<file path="src/design/urss_pkg.sv">
package urss_pkg;

    localparam int NUM_DIGITS  = 4;
    localparam int COUNT_WIDTH = 16;
    localparam int DIGIT_IDX_W = (NUM_DIGITS > 1) ? $clog2(NUM_DIGITS) : 1;
    localparam int SEL_W       = 4;

    localparam int TRIG_W  = 16;
    localparam int HOLD_W  = 24;
    localparam int DTICK_W = 16;
    localparam int CFG_W   = 24;
    localparam int CFG_IDX_W = 2;

    localparam int DIST_W   = 14;
    localparam int DIST_MAX = 9999;

    // distance = count * 10 / 58, tracked as a running quotient and remainder
    localparam int ECHO_NUM = 10;
    localparam int ECHO_DEN = 58;
    localparam int REM_W    = $clog2(ECHO_DEN);

    localparam logic [TRIG_W-1:0]  TRIG_RESET  = TRIG_W'(100);
    localparam logic [HOLD_W-1:0]  HOLD_RESET  = HOLD_W'(50100);
    localparam logic [DTICK_W-1:0] DTICK_RESET = DTICK_W'(100);

    localparam logic [CFG_IDX_W-1:0] CFG_TRIGGER_TICKS = CFG_IDX_W'(0);
    localparam logic [CFG_IDX_W-1:0] CFG_HOLD_TICKS    = CFG_IDX_W'(1);
    localparam logic [CFG_IDX_W-1:0] CFG_DIGIT_TICKS   = CFG_IDX_W'(2);

    localparam logic [1:0] PH_TRIG = 2'd0;
    localparam logic [1:0] PH_WAIT = 2'd1;
    localparam logic [1:0] PH_MEAS = 2'd2;
    localparam logic [1:0] PH_HOLD = 2'd3;

    typedef logic [3:0] bcd_t;
    typedef bcd_t [NUM_DIGITS-1:0] bcd_word_t;

    function automatic logic [6:0] seg_pattern(input bcd_t digit);
        logic [6:0] pattern;
        unique case (digit)
            4'd0:    pattern = 7'h3F;
            4'd1:    pattern = 7'h06;
            4'd2:    pattern = 7'h5B;
            4'd3:    pattern = 7'h4F;
            4'd4:    pattern = 7'h66;
            4'd5:    pattern = 7'h6D;
            4'd6:    pattern = 7'h7D;
            4'd7:    pattern = 7'h07;
            4'd8:    pattern = 7'h7F;
            4'd9:    pattern = 7'h6F;
            default: pattern = 7'h00;
        endcase
        return pattern;
    endfunction

endpackage

</file>
<file path="src/design/urss_sample_if.sv">
interface urss_sample_if;
    logic valid;
    logic ready;
    logic echo;

    modport source (output valid, output echo, input ready);
    modport sink   (input valid, input echo, output ready);
endinterface

</file>
<file path="src/design/urss_result_if.sv">
interface urss_result_if;
    logic        valid;
    logic        ready;
    logic        trigger;
    logic [6:0]  segments;
    logic [3:0]  digit_select;
    logic        distance_valid;
    logic [13:0] distance_cm;
    logic [1:0]  phase;

    modport source (output valid, output trigger, output segments, output digit_select,
                    output distance_valid, output distance_cm, output phase,
                    input ready);
    modport sink   (input valid, input trigger, input segments, input digit_select,
                    input distance_valid, input distance_cm, input phase,
                    output ready);
endinterface

</file>
<file path="src/design/ultrasonic_ranging_seven_segment.sv">
// The result of an accepted sample transaction is registered and offered in the next cycle.
// Throughput: one per cycle until result.ready stalls; output register refills as it drains.
// Distance is tracked tick by tick as a running quotient and BCD value, so the fall of
// echo only latches it and needs no divider.
// Reset (rst_n low, asynchronous): phase trigger, all counters and digits zero,
// registers at 100, 50100 and 100 ticks, no result held.
module ultrasonic_ranging_seven_segment
    import urss_pkg::*;
(
    input  logic                 clk,
    input  logic                 rst_n,
    input  logic                 cfg_we,
    input  logic [CFG_IDX_W-1:0] cfg_index,
    input  logic [CFG_W-1:0]     cfg_data,
    urss_sample_if.sink          sample,
    urss_result_if.source        result
);

    localparam logic [COUNT_WIDTH-1:0] COUNT_MAX = '1;

    logic [TRIG_W-1:0]  trigger_ticks_reg;
    logic [HOLD_W-1:0]  hold_ticks_reg;
    logic [DTICK_W-1:0] digit_ticks_reg;

    logic [1:0]             phase_reg, phase_next;
    logic [HOLD_W-1:0]      phase_timer_reg, phase_timer_next;
    logic [COUNT_WIDTH-1:0] echo_count_reg, echo_count_next;
    logic [REM_W-1:0]       run_rem_reg, run_rem_next;
    logic [DIST_W-1:0]      run_q_reg, run_q_next;
    bcd_word_t              run_bcd_reg, run_bcd_next;
    bcd_word_t              digit_store_reg, digit_store_next;
    logic [DIST_W-1:0]      distance_reg, distance_next;
    logic [DIGIT_IDX_W-1:0] digit_index_reg, digit_index_next;
    logic [DTICK_W-1:0]     digit_timer_reg, digit_timer_next;

    logic              out_valid_reg;
    logic              trigger_reg, trigger_next;
    logic [6:0]        segments_reg, segments_next;
    logic [SEL_W-1:0]  digit_select_reg, digit_select_next;
    logic              distance_valid_reg, distance_valid_next;
    logic [DIST_W-1:0] distance_cm_reg;
    logic [1:0]        phase_out_reg;

    logic accept;

    assign sample.ready = !out_valid_reg || result.ready;
    assign accept       = sample.valid && sample.ready;

    always_comb
    begin
        logic [HOLD_W:0]    timer_inc;
        logic [DTICK_W:0]   dtimer_inc;
        logic [REM_W:0]     rem_sum;
        logic               carry;

        timer_inc  = {1'b0, phase_timer_reg} + (HOLD_W+1)'(1);
        dtimer_inc = {1'b0, digit_timer_reg} + (DTICK_W+1)'(1);
        rem_sum    = {1'b0, run_rem_reg} + (REM_W+1)'(ECHO_NUM);
        carry      = 1'b0;

        phase_next          = phase_reg;
        phase_timer_next    = phase_timer_reg;
        echo_count_next     = echo_count_reg;
        run_rem_next        = run_rem_reg;
        run_q_next          = run_q_reg;
        run_bcd_next        = run_bcd_reg;
        digit_store_next    = digit_store_reg;
        distance_next       = distance_reg;
        distance_valid_next = 1'b0;

        unique case (phase_reg)
            PH_TRIG:
            begin
                if (timer_inc >= {{(HOLD_W+1-TRIG_W){1'b0}}, trigger_ticks_reg})
                begin
                    phase_next       = PH_WAIT;
                    phase_timer_next = '0;
                    echo_count_next  = '0;
                end
                else
                begin
                    phase_timer_next = timer_inc[HOLD_W-1:0];
                end
            end
            PH_WAIT:
            begin
                if (sample.echo)
                begin
                    phase_next      = PH_MEAS;
                    echo_count_next = COUNT_WIDTH'(1);
                    run_rem_next    = REM_W'(ECHO_NUM);
                    run_q_next      = '0;
                    run_bcd_next    = '0;
                end
            end
            PH_MEAS:
            begin
                if (sample.echo)
                begin
                    if (echo_count_reg != COUNT_MAX)
                    begin
                        echo_count_next = echo_count_reg + COUNT_WIDTH'(1);
                        if (rem_sum >= (REM_W+1)'(ECHO_DEN))
                        begin
                            run_rem_next = REM_W'(rem_sum - (REM_W+1)'(ECHO_DEN));
                            if (run_q_reg != DIST_W'(DIST_MAX))
                            begin
                                run_q_next = run_q_reg + DIST_W'(1);
                                carry      = 1'b1;
                                for (int i = 0; i < NUM_DIGITS; i++)
                                begin
                                    if (carry)
                                    begin
                                        if (run_bcd_reg[i] == 4'd9)
                                        begin
                                            run_bcd_next[i] = 4'd0;
                                        end
                                        else
                                        begin
                                            run_bcd_next[i] = run_bcd_reg[i] + 4'd1;
                                            carry           = 1'b0;
                                        end
                                    end
                                end
                            end
                        end
                        else
                        begin
                            run_rem_next = rem_sum[REM_W-1:0];
                        end
                    end
                end
                else
                begin
                    distance_next       = run_q_reg;
                    digit_store_next    = run_bcd_reg;
                    distance_valid_next = 1'b1;
                    phase_timer_next    = '0;
                    phase_next          = (hold_ticks_reg == '0) ? PH_TRIG : PH_HOLD;
                end
            end
            PH_HOLD:
            begin
                if (timer_inc >= {1'b0, hold_ticks_reg})
                begin
                    phase_next       = PH_TRIG;
                    phase_timer_next = '0;
                end
                else
                begin
                    phase_timer_next = timer_inc[HOLD_W-1:0];
                end
            end
            default:
            begin
                phase_next = PH_TRIG;
            end
        endcase

        if (dtimer_inc >= {1'b0, digit_ticks_reg})
        begin
            digit_timer_next = '0;
            if (digit_index_reg == DIGIT_IDX_W'(NUM_DIGITS - 1))
            begin
                digit_index_next = '0;
            end
            else
            begin
                digit_index_next = digit_index_reg + DIGIT_IDX_W'(1);
            end
        end
        else
        begin
            digit_timer_next = dtimer_inc[DTICK_W-1:0];
            digit_index_next = digit_index_reg;
        end

        trigger_next  = (phase_reg == PH_TRIG);
        segments_next = seg_pattern(digit_store_reg[digit_index_reg]);
        for (int i = 0; i < SEL_W; i++)
        begin
            digit_select_next[i] = (32'(digit_index_reg) == i);
        end
    end

    always_ff @(posedge clk or negedge rst_n)
    begin
        if (!rst_n)
        begin
            trigger_ticks_reg <= TRIG_RESET;
            hold_ticks_reg    <= HOLD_RESET;
            digit_ticks_reg   <= DTICK_RESET;
        end
        else if (cfg_we)
        begin
            unique case (cfg_index)
                CFG_TRIGGER_TICKS: trigger_ticks_reg <= cfg_data[TRIG_W-1:0];
                CFG_HOLD_TICKS:    hold_ticks_reg    <= cfg_data[HOLD_W-1:0];
                CFG_DIGIT_TICKS:   digit_ticks_reg   <= cfg_data[DTICK_W-1:0];
                default:
                begin
                end
            endcase
        end
    end

    always_ff @(posedge clk or negedge rst_n)
    begin
        if (!rst_n)
        begin
            phase_reg       <= PH_TRIG;
            phase_timer_reg <= '0;
            echo_count_reg  <= '0;
            run_rem_reg     <= '0;
            run_q_reg       <= '0;
            run_bcd_reg     <= '0;
            digit_store_reg <= '0;
            distance_reg    <= '0;
            digit_index_reg <= '0;
            digit_timer_reg <= '0;
        end
        else if (accept)
        begin
            phase_reg       <= phase_next;
            phase_timer_reg <= phase_timer_next;
            echo_count_reg  <= echo_count_next;
            run_rem_reg     <= run_rem_next;
            run_q_reg       <= run_q_next;
            run_bcd_reg     <= run_bcd_next;
            digit_store_reg <= digit_store_next;
            distance_reg    <= distance_next;
            digit_index_reg <= digit_index_next;
            digit_timer_reg <= digit_timer_next;
        end
    end

    always_ff @(posedge clk or negedge rst_n)
    begin
        if (!rst_n)
        begin
            out_valid_reg <= 1'b0;
        end
        else if (accept)
        begin
            out_valid_reg <= 1'b1;
        end
        else if (result.ready)
        begin
            out_valid_reg <= 1'b0;
        end
    end

    always_ff @(posedge clk)
    begin
        if (accept)
        begin
            trigger_reg        <= trigger_next;
            segments_reg       <= segments_next;
            digit_select_reg   <= digit_select_next;
            distance_valid_reg <= distance_valid_next;
            distance_cm_reg    <= distance_next;
            phase_out_reg      <= phase_reg;
        end
    end

    assign result.valid          = out_valid_reg;
    assign result.trigger        = trigger_reg;
    assign result.segments       = segments_reg;
    assign result.digit_select   = digit_select_reg;
    assign result.distance_valid = distance_valid_reg;
    assign result.distance_cm    = distance_cm_reg;
    assign result.phase          = phase_out_reg;

endmodule

</file>
<file path="src/flat_wrapper.sv">
// flat-port wrapper written by rule: the top's interface ports become plain ports
module ultrasonic_ranging_seven_segment_flat import urss_pkg::*;
  (clk, rst_n, cfg_we, cfg_index, cfg_data, sample_valid, sample_echo, sample_ready, result_valid, result_trigger, result_segments, result_digit_select, result_distance_valid, result_distance_cm, result_phase, result_ready);
  urss_sample_if sample_i ();
  urss_result_if result_i ();
  input  logic clk;
  input  logic rst_n;
  input  logic cfg_we;
  input  logic [CFG_IDX_W-1:0] cfg_index;
  input  logic [CFG_W-1:0] cfg_data;
  input wire logic [$bits(sample_i.valid)-1:0] sample_valid;
  input wire logic [$bits(sample_i.echo)-1:0] sample_echo;
  output wire logic [$bits(sample_i.ready)-1:0] sample_ready;
  output wire logic [$bits(result_i.valid)-1:0] result_valid;
  output wire logic [$bits(result_i.trigger)-1:0] result_trigger;
  output wire logic [$bits(result_i.segments)-1:0] result_segments;
  output wire logic [$bits(result_i.digit_select)-1:0] result_digit_select;
  output wire logic [$bits(result_i.distance_valid)-1:0] result_distance_valid;
  output wire logic [$bits(result_i.distance_cm)-1:0] result_distance_cm;
  output wire logic [$bits(result_i.phase)-1:0] result_phase;
  input wire logic [$bits(result_i.ready)-1:0] result_ready;
  assign sample_i.valid = sample_valid;
  assign sample_i.echo = sample_echo;
  assign sample_ready = sample_i.ready;
  assign result_valid = result_i.valid;
  assign result_trigger = result_i.trigger;
  assign result_segments = result_i.segments;
  assign result_digit_select = result_i.digit_select;
  assign result_distance_valid = result_i.distance_valid;
  assign result_distance_cm = result_i.distance_cm;
  assign result_phase = result_i.phase;
  assign result_i.ready = result_ready;
  ultrasonic_ranging_seven_segment u_core (.clk(clk), .rst_n(rst_n), .cfg_we(cfg_we), .cfg_index(cfg_index), .cfg_data(cfg_data), .sample(sample_i), .result(result_i));
endmodule
</file>
<file path="config.mk">
export PLATFORM = sky130hd
export DESIGN_NAME = ultrasonic_ranging_seven_segment_flat
export DESIGN_NICKNAME = d
export VERILOG_FILES = /design/src/design/urss_pkg.sv /design/src/design/urss_sample_if.sv /design/src/design/urss_result_if.sv /design/src/design/ultrasonic_ranging_seven_segment.sv /design/src/flat_wrapper.sv
export SDC_FILE = /design/constraint.sdc
export NUM_CORES = 1
export LEC_CHECK = 0
export BUFFER_PORTS_ARGS = -buffer_cell sky130_fd_sc_hd__buf_2
export CAP_MARGIN = 5
export CORE_MARGIN = 3
export CORE_UTILIZATION = 62
export CTS_BUF_LIST = sky130_fd_sc_hd__clkbuf_4 sky130_fd_sc_hd__clkbuf_8
export CTS_CLUSTER_SIZE = 40
export DETAILED_ROUTE_END_ITERATION = 10
export HOLD_SLACK_MARGIN = 0.1
export PLACE_DENSITY = 0.81
export SYNTH_ARGS = -nofsm -noshare
export SYNTH_HDL_FRONTEND = slang
export SYNTH_SLANG_ARGS = --single-unit
export TNS_END_PERCENT = 50
</file>
<file path="constraint.sdc">
create_clock -name clk -period 4.6 [get_ports clk]
set_input_delay 0.46 -clock clk [delete_from_list [all_inputs] [get_ports clk]]
set_output_delay 0.46 -clock clk [all_outputs]
set_load 0.1 [all_outputs]
</file>
## Word-level counts from Yosys, hierarchy flattened

Memories as Yosys holds them, arrays and structs flattened. A register that Yosys moved wholly into a read port is not among the register bits.
Index checks and enable logic that the tools add are counted.

| cells by class | value |
|---|---|
| add/sub/neg operators | 11 |
| magnitude comparators | 5 |
| multiplexer cells | 68 |
| reductions and logical operators | 24 |
| bitwise logic cells | 1 |
| eq/ne operators | 25 |

Operators with widths:

| operator | number |
|---|---|
| $mux W16 | 10 |
| $mux W14 | 7 |
| $mux W24 | 3 |
| $pmux W24 S3 | 1 |
| $pmux W16 S3 | 1 |
| $mux W4 | 8 |
| $pmux W16 S2 | 1 |
| $pmux W14 S2 | 1 |
| $add A24 B1 Y25 const B | 1 |
| $ge A25 B16 Y1 | 1 |
| $ge A25 B24 Y1 | 1 |
| $logic_not A24 Y1 | 1 |
| $mux W6 | 4 |
| $reduce_and A8 Y1 | 3 |
| $mux W1 | 23 |
| $add A16 B1 Y17 const B | 1 |
| $ge A17 B16 Y1 | 1 |
| $add A16 B1 Y16 const B | 1 |
| $add A4 B1 Y4 const B | 4 |
| $eq A4 B4 Y1 const B | 4 |
| $ne A16 B16 Y1 const B | 1 |
| $add A14 B1 Y14 const B | 1 |
| $ne A14 B14 Y1 const B | 1 |
| $ne A2 B1 Y1 const B | 7 |
| 24 further kinds | 47 |

| word-level totals | value |
|---|---|
| logic and storage cells | 160 |
| flip-flop bits (word level) | 205 |
| memories kept | 1 |
| memory bits (read-only) | 112 |
| bits of input ports | 32 |
| output and inout port bits | 31 |

Memories:

| memory | words | bits a word | rd ports | clocked after Yosys merged registers in | write ports | line | RTL |
|---|---|---|---|---|---|---|---|
| (no name shown) | 16 | 7 | 1 | 1 | 0 | urss_pkg.sv:40 | `unique case (digit)` |

## Logic depth before layout (Yosys ltp)

| logic depth | value |
|---|---|
| depth after elaboration | 25 |
| depth in mapped cells | 18 |

## Worst setup path after synthesis

OpenSTA, ideal clock, no wires.

| timing | value |
|---|---|
| path type | register to register |
| start point | register u_core.out_valid_reg, in the netlist u_core.result.valid |
| end point | register u_core.digit_select_reg[0], in the netlist u_core.result.digit_select[0], enable pin |
| data required time | 4.196 ns |
| arrival time | 3.118 ns |
| stages on the path, launching flop included | 5 |
| buffers on the path | 1 |
| slack | 1.077 ns |
| setup time | 0.404 ns |
| period minus slack after synthesis | 3.523 ns |
| path through | dfrtp_1 > nand2b_1 > nand2_1 > clkinv_1 > clkbuf_1 |

| on the way | value |
|---|---|
| longest elaborated chain between the ends | 3 |

RTL lines:

| item | line | RTL |
|---|---|---|
| from (decl) | ultrasonic_ranging_seven_segment.sv:36 | `logic out_valid_reg;` |
| from (signal assigned) | ultrasonic_ranging_seven_segment.sv:241 | `out_valid_reg <= 1'b0;` |
| from (signal assigned) | ultrasonic_ranging_seven_segment.sv:245 | `out_valid_reg <= 1'b1;` |
| from (signal assigned) | ultrasonic_ranging_seven_segment.sv:249 | `out_valid_reg <= 1'b0;` |
| $logic_not A1 Y1 | ultrasonic_ranging_seven_segment.sv:46 | `assign sample.ready = !out_valid_reg \|\| result.ready;` |
| $logic_or A1 B1 Y1 | ultrasonic_ranging_seven_segment.sv:46 |  |
| via sample_ready | flat_wrapper.sv:13 | `output wire logic [$bits(sample_i.ready)-1:0] sample_ready;` |
| $logic_and A1 B1 Y1 | ultrasonic_ranging_seven_segment.sv:47 | `assign accept = sample.valid && sample.ready;` |
| via u_core.accept | ultrasonic_ranging_seven_segment.sv:44 | `logic accept;` |
| to (signal assigned) | ultrasonic_ranging_seven_segment.sv:259 | `digit_select_reg <= digit_select_next;` |
| to (decl) | ultrasonic_ranging_seven_segment.sv:39 | `logic [SEL_W-1:0] digit_select_reg, digit_select_next;` |

The timed path passes the listed nets, and every way through them passes these cells.
A chain may end at the register's enable or synchronous reset.

## Final worst setup path

| timing | value |
|---|---|
| start point | register u_core.phase_timer_reg[0] |
| end point | register u_core.echo_count_reg[3] |

| on the way | value |
|---|---|
| longest elaborated chain between the ends | 4 |

RTL lines:

| item | line | RTL |
|---|---|---|
| from (decl) | ultrasonic_ranging_seven_segment.sv:26 | `logic [HOLD_W-1:0] phase_timer_reg, phase_timer_next;` |
| from (signal assigned) | ultrasonic_ranging_seven_segment.sv:225 | `phase_timer_reg <= phase_timer_next;` |
| $add A24 B1 Y25 | ultrasonic_ranging_seven_segment.sv:56 | `timer_inc = {1'b0, phase_timer_reg} + (HOLD_W+1)'(1);` |
| $ge A25 B16 Y1 | ultrasonic_ranging_seven_segment.sv:74 | `if (timer_inc >= {{(HOLD_W+1-TRIG_W){1'b0}}, trigger_ticks_reg})` |
| $ne A2 B2 Y1 (no line) | n/a |  |
| $reduce_and A6 Y1 (no line) | n/a |  |
| to (signal assigned) | ultrasonic_ranging_seven_segment.sv:226 | `echo_count_reg <= echo_count_next;` |
| to (decl) | ultrasonic_ranging_seven_segment.sv:27 | `logic [COUNT_WIDTH-1:0] echo_count_reg, echo_count_next;` |

Every way passes these cells.

==> results.py <==
metrics = {
    "outcome": {
        "status": "complete, no violations",
    },
    "logic_synthesis": {
        "ys_ff_latch": 211,
        "yosys.area.top_type": "dfrtp_1",
        "syn_avg_cell_area_sq_um": 9.930,
        "yosys_warnings": 0,
        "synth_edf_count": 29,
        "synth_cells": 1203,
        "async_flop_share_pct": 86.26,
        "seq_area_frac_synth_pct": 45.56,
        "netlist.area_leader.share_pct": 35.19,
        "synth_area_leaders": "dfrtp_1, ha_1, edfxtp_1",
        "synth_common_cells": "dfrtp_1, nand2_1, o21ai_0",
        "yosys.cell_types.count": 81,
        "synth_fp_nets": 1316,
        "synth_area_sq_um": 11950,
        "ys.flop_type": "dfrtp_1",
    },
    "critical_path": {
        "cp.arrival_ns": 4.68,
        "critPathMaxFanout": 18,
        "crit_type": "flip-flop to flip-flop",
        "cp.required_ns": 5.04,
        "critPathLaunchType": "flip-flop",
        "cp-end-kind": "flip-flop",
    },
    "sta": {
        "max_freq_mhz": 235.8,
        "clock_skew_ns": 0.01831,
        "tightest_slew_ns": 0.9581,
        "max_slew_margin_pct": 36.09,
        "finalSetupViolations": 0,
        "finalHoldViolCount": 0,
        "post-route-min-period_ns": 4.240,
        "post-route-period-util_pct": 92.18,
        "setup_tns_ns": 0,
        "rsz0062_at_grt": "no",
        "slew_violations": 0,
    },
    "layout": {
        "drive_above_1_share_pct": 20.05,
        "fin_nets": 1388,
        "insertedDiodeCount": 0,
        "syn2layout_area_growth_pct": 10.97,
        "fillers": 1443,
        "seqCellArea_sq_um": 5443,
        "multi_input_area_sq_um": 6002,
    },
    "global_route": {
        "grt_pass1_vias": 8613,
        "grt_max_degree": 88,
        "track_usage_pct": 25.03,
        "grt_pass1_wl_um": 42410,
        "overflow": 0,
        "antenna_found_initial": 0,
    },
    "floorplan": {
        "row_count": 50,
        "dieArea_sq_um": 20970,
        "initial_core_util_pct": 63.44,
        "die_x_um": 144.8,
        "die_h_um": 144.8,
        "ios": 63,
        "coreArea_sq_um": 18830,
    },
    "route": {
        "dr_total_vias": 9070,
        "finalWirelength_um": 25620,
        "antenna_left": 0,
        "drt_pre_antenna_iters": 5,
        "avgViaCountPerCell": 5.807,
        "wl_per_cell_um": 16.40,
        "drc": 0,
        "drt_iter0_markers": 591,
    },
    "power": {
        "power_density_nw_per_um2": 477.4,
        "peakVddDrop_v": 0.0003026,
        "power_leakage_uw": 0.006127,
        "total_power_uw": 6329,
    },
    "clock_network": {
        "clockRootBuffer": "clkbuf_8",
        "cts_tree": "done",
        "clkLatencyLatePin_ns": 0.53,
        "path_clk_slew_ns": 0.06,
        "cts_buffers": 36,
        "clockBufferDepth": 3,
        "htreeDepth": 2,
        "clock-sinks": 211,
        "cts_resized": 0,
    },
    "place": {
        "port_buffers": 62,
        "hpwl_um": 18180,
        "gp_congestion": 0.8729,
    },
    "job": {
        "maxCapViolCount": 0,
    },
    "hold_path": {
        "hp-class": "primary input to flip-flop",
    },
}
==> what timing repair did <==
action | CTS | global route
endpoints found under the setup margin | 0 | 1
setup buffers | 0 | 1
hold buffers | 1 | 0
endpoints found under the hold margin | 73 | 0
==> final cells by class <==
| class | count | area share (%) |
|---|---|---|
| clock buffers | 59 | 5.324 |
| clock inverters | 6 | 0.2926 |
| inverters | 85 | 2.407 |
| multi-input cells | 867 | 45.28 |
| flip-flops and latches | 211 | 41.06 |
| well taps | 260 | 2.454 |
| repair buffers | 74 | 3.181 |
==> through the flow <==
stage / worst slack (ns) / hold slack (ns) / std cells / utilization, % / area [sq um]
2_1_floorplan: 1.077 / 0.1644 / 1203 / - / 11950
3_3_place_gp: 0.5155 / 0.4613 / 1495 / 66.28 / 12480
3_5_place_dp: 0.3701 / 0.4707 / 1495 / 66.28 / 12480
4_1_cts: 0.3467 / 0.1526 / 1561 / 70.29 / 13240
5_1_grt: 0.06362 / 0.1685 / 1562 / 70.39 / 13260
6_report: 0.3598 / 0.1737 / 1562 / 70.39 / 13260
==> per-layer routing <==
layer | vias up | GRT usage, % | share of wire, % | routed length [um]
li1 | 4405 | - | - | -
met1 | 4368 | 34.22 | 44 | 11290
met2 | 231 | 40.87 | 48 | 12420
met3 | 66 | 3.746 | 4.4 | 1130
met4 | 0 | 9.033 | 3.0 | 772
met5 | - | 0 | 0 | 0
==> worst max-delay path, cell delays in order (launching register included) <==
cell       delay, ns
dfrtp_1         0.47
ha_1            0.32
nand4_1         0.32
nor3_1          0.39
and3_1          0.23
xor2_1          0.25
ha_1            0.31
a211oi_1        0.26
o21ai_0         0.12
a21oi_1         0.13
a21oi_1         0.09
a2111oi_2       0.40
nand3_1         0.22
o211ai_2        0.32
o21ai_0         0.20
o21ai_0         0.12
==> logic make-up after synthesis <==
| logic type | share of synthesized area, % |
|---|---|
| buf+inv | 4.232 |
| fa+ha+maj | 8.579 |
| xor+xnor | 3.886 |
| compound gates | 12.72 |
| mux | 7.678 |
| simple gates | 17.35 |
| flops | 45.56 |
==> placed cells by master (no fill, tap or decap), types with 4 or more instances in the layout <==
cell type / n
or3_1: 4
nand2_1: 168
o21ai_0: 97
clkbuf_8: 42
dfrtp_1: 168
mux4_2: 4
o21ai_1: 13
and2_1: 6
and3_1: 22
dfstp_2: 14
o21ai_2: 8
xor2_1: 21
nor4_1: 9
buf_4: 10
nor2b_1: 8
nor2_1: 66
mux2_2: 69
o21a_1: 6
xnor2_1: 32
a21o_1: 8
o31ai_1: 13
nand3_1: 56
edfxtp_1: 29
nor3_1: 14
clkbuf_4: 17
o22ai_1: 6
inv_1: 84
buf_2: 61
nand3b_1: 4
a211oi_1: 8
a22o_1: 9
clkinv_2: 4
a21oi_1: 29
ha_1: 81
nand2b_1: 16
a31oi_1: 6
nand4_1: 20
==> path summary, 6_finish.rpt <==
check                                                           start                               endpoint  slack, ns  depth (start not counted)
worst max-delay path            u_core.phase_timer_reg[0]$_DFFE_PN0P_   u_core.echo_count_reg[3]$_DFFE_PN0P_       0.36                         15
worst min register to register     u_core.distance_reg[9]$_DFFE_PN0P_     u_core.distance_reg[9]$_DFFE_PN0P_       0.48                          2
max in group asynchronous                                       rst_n  u_core.phase_timer_reg[9]$_DFFE_PN0P_       2.87                          3
min in group asynchronous                                       rst_n  u_core.digit_index_reg[1]$_DFFE_PN0P_       0.56                          2
worst max register to register  u_core.phase_timer_reg[0]$_DFFE_PN0P_   u_core.echo_count_reg[3]$_DFFE_PN0P_       0.36                         15
worst min-delay path                                     cfg_data[20]  u_core.hold_ticks_reg[20]$_DFFE_PN0P_       0.17                          2
==> where the power goes <==
part | internal (uW) | leakage (uW) | total, uW | switching (uW)
sequential | 2240 | 0.00262 | 2530 | 299
combinational | 738 | 0.00311 | 2060 | 1330
clock | 974 | 0.000402 | 1730 | 757
total | 3950 | 0.00613 | 6330 | 2380
No activity file was read; power rests on OpenSTA's default activity.
